--- src/design/fir_dec2_pkg.sv ---
`timescale 1ns / 1ps

package fir_dec2_pkg;

  // request codes carried in req_type
  localparam logic [1:0] REQ_SAMPLE = 2'd0;
  localparam logic [1:0] REQ_COEF   = 2'd1;
  localparam logic [1:0] REQ_CLEAR  = 2'd2;

  // configuration register indexes
  localparam int unsigned CFG_IDX_W  = 1;
  localparam int unsigned CFG_DATA_W = 7;
  localparam logic [CFG_IDX_W-1:0] CFG_NUM_TAPS = 1'd0;
  localparam logic [CFG_IDX_W-1:0] CFG_DECIMATE = 1'd1;

  // reset value of the tap count register
  localparam logic [6:0] NUM_TAPS_RST = 7'd64;

  // input transaction
  typedef struct packed {
    logic        [1:0]  req_type;
    logic signed [15:0] sample_value;
    logic        [5:0]  coef_index;
    logic signed [15:0] coef_value;
  } in_t;

  // output transaction
  typedef struct packed {
    logic signed [15:0] filtered_sample;
    logic               saturated;
  } out_t;

  // controller to datapath commands
  typedef struct packed {
    logic hist_push;
    logic hist_clr;
    logic coef_wr;
    logic mac_start;
    logic rd_en;
    logic res_load;
  } cmd_t;

  // datapath to controller status
  typedef struct packed {
    logic decim;
    logic last_issue;
    logic pipe_busy;
    logic out_free;
  } stat_t;

endpackage

--- src/design/fir_dec2_ctrl.sv ---
`timescale 1ns / 1ps

module fir_dec2_ctrl (
  input  logic                 clk_i,
  input  logic                 rst_ni,
  input  logic                 in_valid_i,
  input  logic [1:0]           req_type_i,
  output logic                 in_ready_o,
  input  fir_dec2_pkg::stat_t  stat_i,
  output fir_dec2_pkg::cmd_t   cmd_o
);

  typedef enum logic [1:0] {
    S_IDLE,
    S_SETUP,
    S_ISSUE,
    S_DRAIN
  } state_e;

  state_e state_q;
  logic   rdy_q;
  logic   phase_q;

  logic accept;
  logic is_sample;
  logic emit;
  logic load;

  // decode the accepted transaction
  assign accept    = in_valid_i && rdy_q;
  assign is_sample = (req_type_i == fir_dec2_pkg::REQ_SAMPLE);
  assign emit      = !stat_i.decim || !phase_q;
  assign load      = (state_q == S_DRAIN) && !stat_i.pipe_busy && stat_i.out_free;

  // commands to the datapath
  always_comb begin
    cmd_o           = '0;
    cmd_o.hist_push = accept && is_sample;
    cmd_o.coef_wr   = accept && (req_type_i == fir_dec2_pkg::REQ_COEF);
    cmd_o.hist_clr  = accept && (req_type_i == fir_dec2_pkg::REQ_CLEAR);
    cmd_o.mac_start = (state_q == S_SETUP);
    cmd_o.rd_en     = (state_q == S_ISSUE);
    cmd_o.res_load  = load;
  end

  assign in_ready_o = rdy_q;

  // state, ready flag and decimation phase
  always_ff @(posedge clk_i or negedge rst_ni) begin
    if (!rst_ni) begin
      state_q <= S_IDLE;
      rdy_q   <= 1'b1;
      phase_q <= 1'b0;
    end else begin
      unique case (state_q)
        S_IDLE: begin
          if (accept) begin
            if (req_type_i == fir_dec2_pkg::REQ_CLEAR) begin
              phase_q <= 1'b0;
            end else if (is_sample) begin
              if (stat_i.decim) begin
                phase_q <= ~phase_q;
              end
              if (emit) begin
                state_q <= S_SETUP;
                rdy_q   <= 1'b0;
              end
            end
          end
        end
        S_SETUP: begin
          state_q <= S_ISSUE;
        end
        S_ISSUE: begin
          if (stat_i.last_issue) begin
            state_q <= S_DRAIN;
          end
        end
        S_DRAIN: begin
          if (load) begin
            state_q <= S_IDLE;
            rdy_q   <= 1'b1;
          end
        end
        default: begin
          state_q <= S_IDLE;
          rdy_q   <= 1'b1;
        end
      endcase
    end
  end

endmodule

--- src/design/fir_dec2_dp.sv ---
`timescale 1ns / 1ps

module fir_dec2_dp #(
  parameter int unsigned MAX_TAPS = 64
) (
  input  logic                                       clk_i,
  input  logic                                       rst_ni,
  input  fir_dec2_pkg::in_t                          in_data_i,
  input  logic                                       cfg_we_i,
  input  logic [fir_dec2_pkg::CFG_IDX_W-1:0]         cfg_idx_i,
  input  logic [fir_dec2_pkg::CFG_DATA_W-1:0]        cfg_data_i,
  input  fir_dec2_pkg::cmd_t                         cmd_i,
  output fir_dec2_pkg::stat_t                        stat_o,
  output logic                                       out_valid_o,
  input  logic                                       out_ready_i,
  output fir_dec2_pkg::out_t                         out_data_o
);

  localparam int unsigned AW   = (MAX_TAPS > 1) ? $clog2(MAX_TAPS) : 1;
  localparam int unsigned ACCW = 32 + AW;
  localparam logic [8:0]    MAXT9 = 9'(MAX_TAPS);
  localparam logic [AW:0]   MAXTA = (AW + 1)'(MAX_TAPS);
  localparam logic [AW-1:0] LAST  = AW'(MAX_TAPS - 1);

  // configuration registers
  logic [6:0] num_taps_q;
  logic       decim_q;

  // storage
  logic signed [15:0] coef_mem [MAX_TAPS];
  logic signed [15:0] hist_mem [MAX_TAPS];
  logic [MAX_TAPS-1:0] hv_q;
  logic [AW-1:0]       wp_q;

  // mac pipeline
  logic [AW-1:0]           a_q;
  logic [AW-1:0]           ca_q;
  logic [AW-1:0]           cnt_q;
  logic                    rdv_q;
  logic                    pv_q;
  logic signed [15:0]      cdat_q;
  logic signed [15:0]      hdat_q;
  logic signed [31:0]      prod_q;
  logic signed [ACCW-1:0]  acc_q;

  // output register
  logic                ovalid_q;
  fir_dec2_pkg::out_t  out_q;

  logic [8:0]    nt9;
  logic [8:0]    ntc;
  logic [AW-1:0] taps_m1;
  logic [AW-1:0] wp_nxt;
  logic [AW-1:0] a_nxt;
  logic [AW:0]   start_raw;
  logic [AW-1:0] start_addr;
  logic          coef_ok;
  logic [AW-1:0] coef_addr;
  logic          fits;
  logic signed [15:0] y;

  // tap count limited to 1..MAX_TAPS
  assign nt9     = {2'b00, num_taps_q};
  assign ntc     = (nt9 == 9'd0) ? 9'd1 : ((nt9 > MAXT9) ? MAXT9 : nt9);
  assign taps_m1 = AW'(ntc - 9'd1);

  // circular pointers
  assign wp_nxt = (wp_q == LAST) ? '0 : wp_q + 1'b1;
  assign a_nxt  = (a_q == LAST) ? '0 : a_q + 1'b1;

  // oldest tap in use sits taps_m1 entries behind the newest
  assign start_raw  = {1'b0, wp_q} + MAXTA - {1'b0, taps_m1};
  assign start_addr = (start_raw >= MAXTA) ? AW'(start_raw - MAXTA) : AW'(start_raw);

  // coefficient slot check
  assign coef_ok   = ({3'b000, in_data_i.coef_index} < MAXT9);
  assign coef_addr = AW'(in_data_i.coef_index);

  // shift by 15 and clip to 16 bits
  assign fits = (acc_q[ACCW-1:30] == '0) || (acc_q[ACCW-1:30] == '1);
  assign y    = fits ? acc_q[30:15] : (acc_q[ACCW-1] ? 16'sh8000 : 16'sh7fff);

  // status to the controller
  assign stat_o.decim      = decim_q;
  assign stat_o.last_issue = (cnt_q == '0);
  assign stat_o.pipe_busy  = rdv_q || pv_q;
  assign stat_o.out_free   = !ovalid_q || out_ready_i;

  assign out_valid_o = ovalid_q;
  assign out_data_o  = out_q;

  // configuration writes
  always_ff @(posedge clk_i or negedge rst_ni) begin
    if (!rst_ni) begin
      num_taps_q <= fir_dec2_pkg::NUM_TAPS_RST;
      decim_q    <= 1'b0;
    end else if (cfg_we_i) begin
      unique case (cfg_idx_i)
        fir_dec2_pkg::CFG_NUM_TAPS: num_taps_q <= cfg_data_i[6:0];
        fir_dec2_pkg::CFG_DECIMATE: decim_q    <= cfg_data_i[0];
        default: ;
      endcase
    end
  end

  // coefficient memory, read in tap order from slot 0
  always_ff @(posedge clk_i) begin
    if (cmd_i.coef_wr && coef_ok) begin
      coef_mem[coef_addr] <= in_data_i.coef_value;
    end
    if (cmd_i.rd_en) begin
      cdat_q <= coef_mem[ca_q];
    end
  end

  // sample history memory
  always_ff @(posedge clk_i) begin
    if (cmd_i.hist_push) begin
      hist_mem[wp_nxt] <= in_data_i.sample_value;
    end
    if (cmd_i.rd_en) begin
      hdat_q <= hv_q[a_q] ? hist_mem[a_q] : 16'sd0;
    end
  end

  // history valid bits and write pointer
  always_ff @(posedge clk_i or negedge rst_ni) begin
    if (!rst_ni) begin
      hv_q <= '0;
      wp_q <= '0;
    end else if (cmd_i.hist_clr) begin
      hv_q <= '0;
    end else if (cmd_i.hist_push) begin
      hv_q[wp_nxt] <= 1'b1;
      wp_q         <= wp_nxt;
    end
  end

  // read addresses and tap counter
  always_ff @(posedge clk_i or negedge rst_ni) begin
    if (!rst_ni) begin
      a_q   <= '0;
      ca_q  <= '0;
      cnt_q <= '0;
    end else if (cmd_i.mac_start) begin
      a_q   <= start_addr;
      ca_q  <= '0;
      cnt_q <= taps_m1;
    end else if (cmd_i.rd_en) begin
      a_q   <= a_nxt;
      ca_q  <= ca_q + 1'b1;
      cnt_q <= cnt_q - 1'b1;
    end
  end

  // pipeline valid flags
  always_ff @(posedge clk_i or negedge rst_ni) begin
    if (!rst_ni) begin
      rdv_q <= 1'b0;
      pv_q  <= 1'b0;
    end else begin
      rdv_q <= cmd_i.rd_en;
      pv_q  <= rdv_q;
    end
  end

  // multiply then accumulate
  always_ff @(posedge clk_i) begin
    if (rdv_q) begin
      prod_q <= cdat_q * hdat_q;
    end
    if (cmd_i.mac_start) begin
      acc_q <= '0;
    end else if (pv_q) begin
      acc_q <= acc_q + ACCW'(prod_q);
    end
  end

  // output register
  always_ff @(posedge clk_i or negedge rst_ni) begin
    if (!rst_ni) begin
      ovalid_q <= 1'b0;
    end else if (cmd_i.res_load) begin
      ovalid_q <= 1'b1;
    end else if (out_ready_i) begin
      ovalid_q <= 1'b0;
    end
  end

  always_ff @(posedge clk_i) begin
    if (cmd_i.res_load) begin
      out_q.filtered_sample <= y;
      out_q.saturated       <= !fits;
    end
  end

endmodule

--- src/design/fir_filter_decimate_by_two.sv ---
`timescale 1ns / 1ps

// FIR filter over a Q1.15 sample stream with optional decimate-by-two. Each input
// transaction is a sample, a coefficient write or a history clear; coefficient writes
// and clears leave the input ready and give no result. A sample that yields a result
// runs through one setup step, then one tap per cycle through a single shared 16x16
// multiply-accumulate fed from the coefficient and history memories, then a drain of
// the read, multiply and accumulate stages before the output register is loaded; the
// load waits, and the input with it, while an earlier result still sits untaken in the
// output register.
// In decimate mode every second sample after reset or clear starts no run and gives
// no result. The output register lets the next transaction be accepted while a result
// waits to be taken. Every coefficient slot in use must be written before the first
// sample that reads it. Registers: index 0 is num_taps, index 1 is decimate_by_two;
// write them only while the filter is idle.
module fir_filter_decimate_by_two #(
  parameter int unsigned MAX_TAPS = 64
) (
  input  logic                                clk_i,
  input  logic                                rst_ni,
  input  logic                                in_valid_i,
  output logic                                in_ready_o,
  input  fir_dec2_pkg::in_t                   in_data_i,
  output logic                                out_valid_o,
  input  logic                                out_ready_i,
  output fir_dec2_pkg::out_t                  out_data_o,
  input  logic                                cfg_we_i,
  input  logic [fir_dec2_pkg::CFG_IDX_W-1:0]  cfg_idx_i,
  input  logic [fir_dec2_pkg::CFG_DATA_W-1:0] cfg_data_i
);

  fir_dec2_pkg::cmd_t  cmd;
  fir_dec2_pkg::stat_t stat;

  // sequencing
  fir_dec2_ctrl u_ctrl (
    .clk_i      (clk_i),
    .rst_ni     (rst_ni),
    .in_valid_i (in_valid_i),
    .req_type_i (in_data_i.req_type),
    .in_ready_o (in_ready_o),
    .stat_i     (stat),
    .cmd_o      (cmd)
  );

  // memories, mac and output register
  fir_dec2_dp #(
    .MAX_TAPS (MAX_TAPS)
  ) u_dp (
    .clk_i       (clk_i),
    .rst_ni      (rst_ni),
    .in_data_i   (in_data_i),
    .cfg_we_i    (cfg_we_i),
    .cfg_idx_i   (cfg_idx_i),
    .cfg_data_i  (cfg_data_i),
    .cmd_i       (cmd),
    .stat_o      (stat),
    .out_valid_o (out_valid_o),
    .out_ready_i (out_ready_i),
    .out_data_o  (out_data_o)
  );

endmodule

--- config.mk ---
export PLATFORM = sky130hd
export DESIGN_NAME = fir_filter_decimate_by_two
export DESIGN_NICKNAME = d
export VERILOG_FILES = /design/src/design/fir_dec2_pkg.sv /design/src/design/fir_dec2_ctrl.sv /design/src/design/fir_dec2_dp.sv /design/src/design/fir_filter_decimate_by_two.sv
export SDC_FILE = /design/constraint.sdc
export NUM_CORES = 2
export LEC_CHECK = 0
export BUFFER_PORTS_ARGS = -buffer_cell sky130_fd_sc_hd__buf_2
export CAP_MARGIN = 10
export CORE_ASPECT_RATIO = 0.9
export CORE_UTILIZATION = 50
export CTS_CLUSTER_DIAMETER = 50
export DETAILED_ROUTE_END_ITERATION = 6
export PLACE_DENSITY = 0.77
export SLEW_MARGIN = 5
export SYNTH_ARGS = -nofsm -noshare
export SYNTH_HDL_FRONTEND = slang
export SYNTH_SLANG_ARGS = --single-unit
--- constraint.sdc ---
create_clock -name clk_i -period 10.9 [get_ports clk_i]
set_input_delay 2.725 -clock clk_i [delete_from_list [all_inputs] [get_ports clk_i]]
set_output_delay 2.725 -clock clk_i [all_outputs]
set_load 0.01 [all_outputs]
## Word level (Yosys, flattened, before mapping)

Memory sizes are Yosys's and may differ from the RTL's. A register that Yosys moved wholly into a read port is not among the register bits.
Index checks and enable logic that the tools add are counted.

| storage, ports and cells | value |
|---|---|
| register bits after elaboration | 190 |
| memory bits (writable) | 2048 |
| input bits | 53 |
| output and inout bits | 19 |
| word-level logic and storage cells | 127 |
| memories kept | 2 |

| operators by class | value |
|---|---|
| add/subtract/negate cells | 9 |
| multipliers | 1 |
| order comparisons | 5 |
| eq/ne operators | 14 |
| mux-type cells | 41 |
| bitwise operators | 4 |
| reductions and logical operators | 34 |

Memory list:

| memory | depth | width | read ports | clocked after memory_dff | write ports | line | RTL |
|---|---|---|---|---|---|---|---|
| u_dp.coef_mem | 64 | 16 | 1 | 1 | 1 | fir_dec2_dp.sv:30 | `logic signed [15:0] coef_mem [MAX_TAPS];` |
| u_dp.hist_mem | 64 | 16 | 1 | 1 | 1 | fir_dec2_dp.sv:31 | `logic signed [15:0] hist_mem [MAX_TAPS];` |

Operators by type and width:

| operator | count |
|---|---|
| $mux 64 | 2 |
| $mux 6 | 11 |
| $or 64x64->64 | 1 |
| $add 38x32->38 | 1 |
| $mul 16x16->32 | 1 |
| $mux 16 | 2 |
| $add 6x1->6 const B | 3 |
| $sub 6x1->6 const B | 3 |
| $mux 1 | 16 |
| $lt 6x7->1 const B | 2 |
| $eq 6x6->1 const B | 2 |
| $mux 2 | 6 |
| $reduce_and 6->1 | 2 |
| $reduce_bool 2->1 | 6 |
| $logic_not 9->1 | 1 |
| $eq 8x8->1 const B | 1 |
| $logic_not 8->1 | 1 |
| $ne 2x1->1 const B | 4 |
| $pmux 2 s4 | 1 |
| $add 6x7->7 const B | 1 |
| $ge 7x7->1 const B | 1 |
| $gt 7x7->1 const B | 1 |
| $logic_and 1x1->1 | 7 |
| $sub 7x6->7 | 1 |
| other kinds (14) | 31 |

## Longest topological paths before layout

| logic depth | value |
|---|---|
| depth in word-level cells | 9 |
| depth in mapped cells | 23 |

## Modules after synthesis

A second synthesis with hierarchy kept.

| second synthesis, totals | value |
|---|---|
| cell total of the unflattened synthesis | 5079 |
| area total of the unflattened synthesis | 98624.6 µm² |

Modules (own cells, without submodules):

| module | instances | cells each | area an instance (µm²) | sequential area each (µm²) |
|---|---|---|---|---|
| fir_dec2_dp | 1 | 5043 | 98268.0 | 67170.7 |
| fir_dec2_ctrl | 1 | 36 | 356.6 | 101.3 |

## Worst setup path after synthesis

OpenSTA, ideal clock, no wires.

| path | value |
|---|---|
| path kind | register to register |
| start point | register u_dp.cdat_q[15] (read register of u_dp.coef_mem) |
| end point | register u_dp.prod_q[31] (data pin) |
| library setup time | 260 ps |
| arrival | 5822 ps |
| required time | 10640 ps |
| path slack | 4819 ps |
| cell stages (with the launch flop) | 20 |
| buffers on the path | 1 |
| clock period less this slack | 6081 ps |
| path through | edfxtp_1 -> clkbuf_1 -> nand2_1 -> inv_1 -> fa_1 -> fa_1 -> fa_1 -> fa_1 -> fa_1 -> fa_1 -> ha_1 -> a21o_1 -> a21o_1 -> a221oi_1 -> o21ai_0 -> a211o_1 -> o211ai_1 -> o2111ai_1 -> a21oi_1 -> xnor2_1 |

| between the ends | value |
|---|---|
| cells in the longest elaborated chain, start to end | 1 |

RTL lines:

| element | line | RTL |
|---|---|---|
| start: declaration | fir_dec2_dp.sv:41 | `logic signed [15:0] cdat_q;` |
| $mul 16x16->32 | fir_dec2_dp.sv:170 | `prod_q <= cdat_q * hdat_q;` |
| end signal: assignment | fir_dec2_dp.sv:170 |  |
| end: declaration | fir_dec2_dp.sv:43 | `logic signed [31:0] prod_q;` |

Every way passes these cells.
A chain may end at the register's enable or synchronous reset.

## Worst setup path after layout

| path | value |
|---|---|
| start point | register u_dp.cdat_q[10] (read register of u_dp.coef_mem) |
| end point | register u_dp.prod_q[31] (data pin) |

The elaborated chain is that of the path after synthesis.

==> reports/metrics.csv <==
stage;metric;value;unit
run_status;outcome;complete, no violations;
setup_path;worst r2r src;u_dp.cdat_q[10];
yosys;top-area cell type share of the netlist area;64.8;%
setup_path;Startpoint Class;register;
clock_tree;clock root cell;clkbuf_16;
grt;global-route wire length before repair;339000;µm
yosys;Synth Area in XOR/XNOR;0.630;%
yosys;sequential share of the synthesized area;68.2;%
grt;largest net degree at the start of global routing;114;
setup_path;RR Endpoint;u_dp.prod_q[31];
finish;fin util;56.0;%
grt;vias in the first global route;50984;
grt;initial antenna violation count;12;
setup_path;Critical Path End Type;register;
worst_hold_path;HP Class;register to register;
yosys;number of synthesized register bits;2270;
clock_tree;post-cts sizing count;0;
setup_path;R2R Setup Slk;4270;ps
timing;Max transition margin;15.2;%
timing;clk_skew;68.0;ps
yosys;Post-synth ARST share;4.54;%
die;die area;199000;µm²
worst_hold_path;hold_sp;u_dp.hv_q[10];
timing;final setup TNS;0;ps
setup_path;CP max stage cell;edfxtp_1;
route;Avg WL per Cell;28.4;µm
die;Die W;470;µm
die;core area;196000;µm²
setup_path;crit-path cells;nand2_1, fa_1, fa_1, fa_1, fa_1, inv_1, fa_1, fa_1, ha_1, nand4_1, inv_1, a2111oi_2, o21ai_0, a211o_1, o211ai_1, o2111ai_1, a21oi_1, xnor2_1;
timing;Pins Over Slew Limit;0;
yosys;post-synth top area cell;edfxtp_1;
timing;# setup viols final;0;
route;DR iter-0 viols;5874;
clock_tree;clock sink count;2270;
yosys;simple-gate portion of the synthesized area;3.36;%
worst_hold_path;WHS Endpoint;u_dp.hv_q[10];
setup_path;critical path arrival;7210;ps
setup_path;Req. time, crit path;11480;ps
yosys;post-synthesis compound-gate area fraction;2.36;%
yosys;Synth Area per Inst;19.4;µm²
placement;Final Wtd Congestion;0.861;
route;# DRC;0;
finish;share of cells above drive strength 1;24.1;%
yosys;ys flop type;edfxtp_1;
route;drt first pass iters;7;
route;via count;49853;
clock_tree;CTS tree;done;
setup_path;critical path class;register to register;
die;Die Y;423;µm
route;Antenna Violating Nets Remaining;0;
yosys;library cells used by synthesis;77;
yosys;Post-Synth Adder-Cell Area;7.06;%
flow_run;max_cap viols;0;
route;Routed WL;229000;µm
timing;worst-margin pin slew;1270;ps
clock_tree;cts bufs inserted;215;
setup_path;CP dominant cell by count;fa_1;
die;floorplan row count;154;
finish;Area Growth Syn to Fin;11.1;%
grt;Total GRT Usage;23.2;%
clock_tree;setup bufs post-CTS;0;
die;Initial Utilization;50.4;%
yosys;syn_nets;5530;
timing;post-route clock period utilization;60.9;%
timing;Fmax achieved;0.151;GHz
timing;unrepaired setup endpoints after global routing;no;
timing;fin crit period;6630;ps
clock_tree;H-Tree Depth;4;
setup_path;critical path peak fanout;16;
finish;Final nets;5754;
yosys;mux cell area share after synthesis;16.1;%
placement;dpl hpwl;132000;µm
placement;Buffers on Ports;71;
yosys;Area contributors post-synth;edfxtp_1, mux4_2, fa_1, dfrtp_1, ha_1;
yosys;instance count of the mapped netlist;5079;
grt;grt total ovfl;0;
timing;Hold Violations, Final;0;
yosys;Yosys warnings;0;
worst_hold_path;worst hold stages;1;
yosys;synthesized cell area;98600;µm²
clock_tree;hold-fix buffer count after cts;0;
yosys;EDFF count, synth;2129;
route;Vias/cell;6.19;
clock_tree;Clock Latency Late Sink;870;ps
yosys;largest family of logic cells by synthesized area;multiplexers;
setup_path;Max stage delay on crit path;740;ps
clock_tree;Worst-path clk slew;60;ps
setup_path;Reg2Reg Depth;18;
die;Top Ports;72;
clock_tree;clk buf depth;3;
-- layout by cell type, fill, tap and decap left out, drive strengths merged, types with 11 or more instances in the layout --
master  synthesis  final
a21o          104    104
a21oi          74     74
a31oi          13     13
and2          128    128
and3           12     12
buf            80    241
bufinv          0     13
clkbuf        154    261
clkinv          2     96
dfrtp         101    101
dfxtp          38     38
edfxtp       2129   2129
fa            264    264
ha            134    134
inv           328    340
mux2           11     11
mux2i          20     20
mux4          692    692
nand2         211    211
nand2b         19     19
nand3          33     33
nor2          218    218
nor2b          27     27
nor3           18     18
o21a           15     15
o21ai          63     63
o22ai          11     11
or3            11     11
xnor2          53     53
xor2           18     18
-- state kept, by name, summed over array words and instances, names as in the netlist --
name and cells:
u_dp.hv_q 64, u_dp.acc_q 38, u_dp.pv_q 1, u_dp.cnt_q 6, u_dp.decim_q 1, u_ctrl.state_q 2
u_dp.num_taps_q 7, u_dp.rdv_q 1, u_dp.hist_mem 1024, u_dp.prod_q 32, u_dp.ca_q 6, u_dp.out_data_o 17
u_dp.cdat_q 16, u_ctrl.phase_q 1, u_dp.a_q 6, u_dp.out_valid_o 1, u_dp.hdat_q 16, u_ctrl.in_ready_o 1
u_dp.coef_mem 1024, u_dp.wp_q 6
-- cells in the mapped netlist, drive strengths merged, types with 3 or more instances --
cell     count
nor3        18
edfxtp    2129
a21o       104
nand4       10
nand2b      19
mux2i       20
a311oi       4
xor2        18
and3        12
inv        328
o21a        15
mux2        11
dfrtp      101
and2       128
a211oi       8
a41oi        3
o311ai       3
a31oi       13
a22oi        4
nand3       33
clkbuf     154
xnor2       53
buf         80
or3         11
nand3b       6
fa         264
a31o         3
o2111ai      3
mux4       692
dfxtp       38
o21bai      10
o22ai       11
a21oi       74
o221ai       3
o21ai       63
nor2       218
nand2      211
o211ai       3
ha         134
nor2b       27
a211o        3
-- stage by stage --
stage               setup slack, ps  hold WS [ps]  std cells  cell area [µm²]
global placement               4390           452       7651           103000
detailed placement             4320           461       7651           103000
global route                   3930           485       8050           110000
floorplan                      4820           444       5079            98600
CTS                            4300           474       8041           109000
finish                         4270           473       8054           110000
-- critical path: cells and delay by family, from the launching register on --
kind	cells	cell delay, ps
AOI/OAI and AO/OA	6	1710
xor gates and xnor gates	1	80
adders and majority gates	7	3380
DFF	1	740
buffers and inverters	2	130
and+or+nand+nor	2	310
-- metal layers --
metal  GRT usage (%)  up-vias  routed length, µm
met5               0        -                 74
met3            5.14      419              22700
met1            32.2    26260              89100
met4            7.55       12               7770
li1                -    20369                  -
met2            36.6     2793             109000
-- cell type report --
cell class | count | area [µm²]
diodes | 4 | 10.0
clock buffers | 261 | 5620
clock inverters | 129 | 1220
fillers | 14054 | 86100
inverters | 330 | 1240
multi-input cells | 2245 | 29200
flip-flops and latches | 2270 | 67300
well taps | 2574 | 3220
repair buffers | 241 | 1780
-- worst max-delay path by stage --
stage,start,endpoint,slack (ps),depth (start not counted)
4_1_cts,u_dp.cdat_q[10],u_dp.prod_q[31],4300,18
3_5_place_dp,u_dp.cdat_q[10],u_dp.prod_q[31],4320,18
3_3_place_gp,u_dp.hdat_q[1],u_dp.prod_q[31],4390,18
2_1_floorplan,u_dp.cdat_q[15],u_dp.prod_q[31],4820,19
5_1_grt,u_dp.cdat_q[10],u_dp.prod_q[31],3930,18
6_report,u_dp.cdat_q[10],u_dp.prod_q[31],4270,18
-- cell families (layout without fill, tap and decap cells) --
logic type      Yosys count  in the layout
flops                  2270           2270
mux                     723            723
simple gates            706            706
buf+inv                 564            961
fa+ha+maj               398            398
compound gates          347            347
xor+xnor                 71             71
other cells               0              4
Power is not shown: default switching activity piles up to over one toggle a cycle in this logic, so the estimate is an artifact.
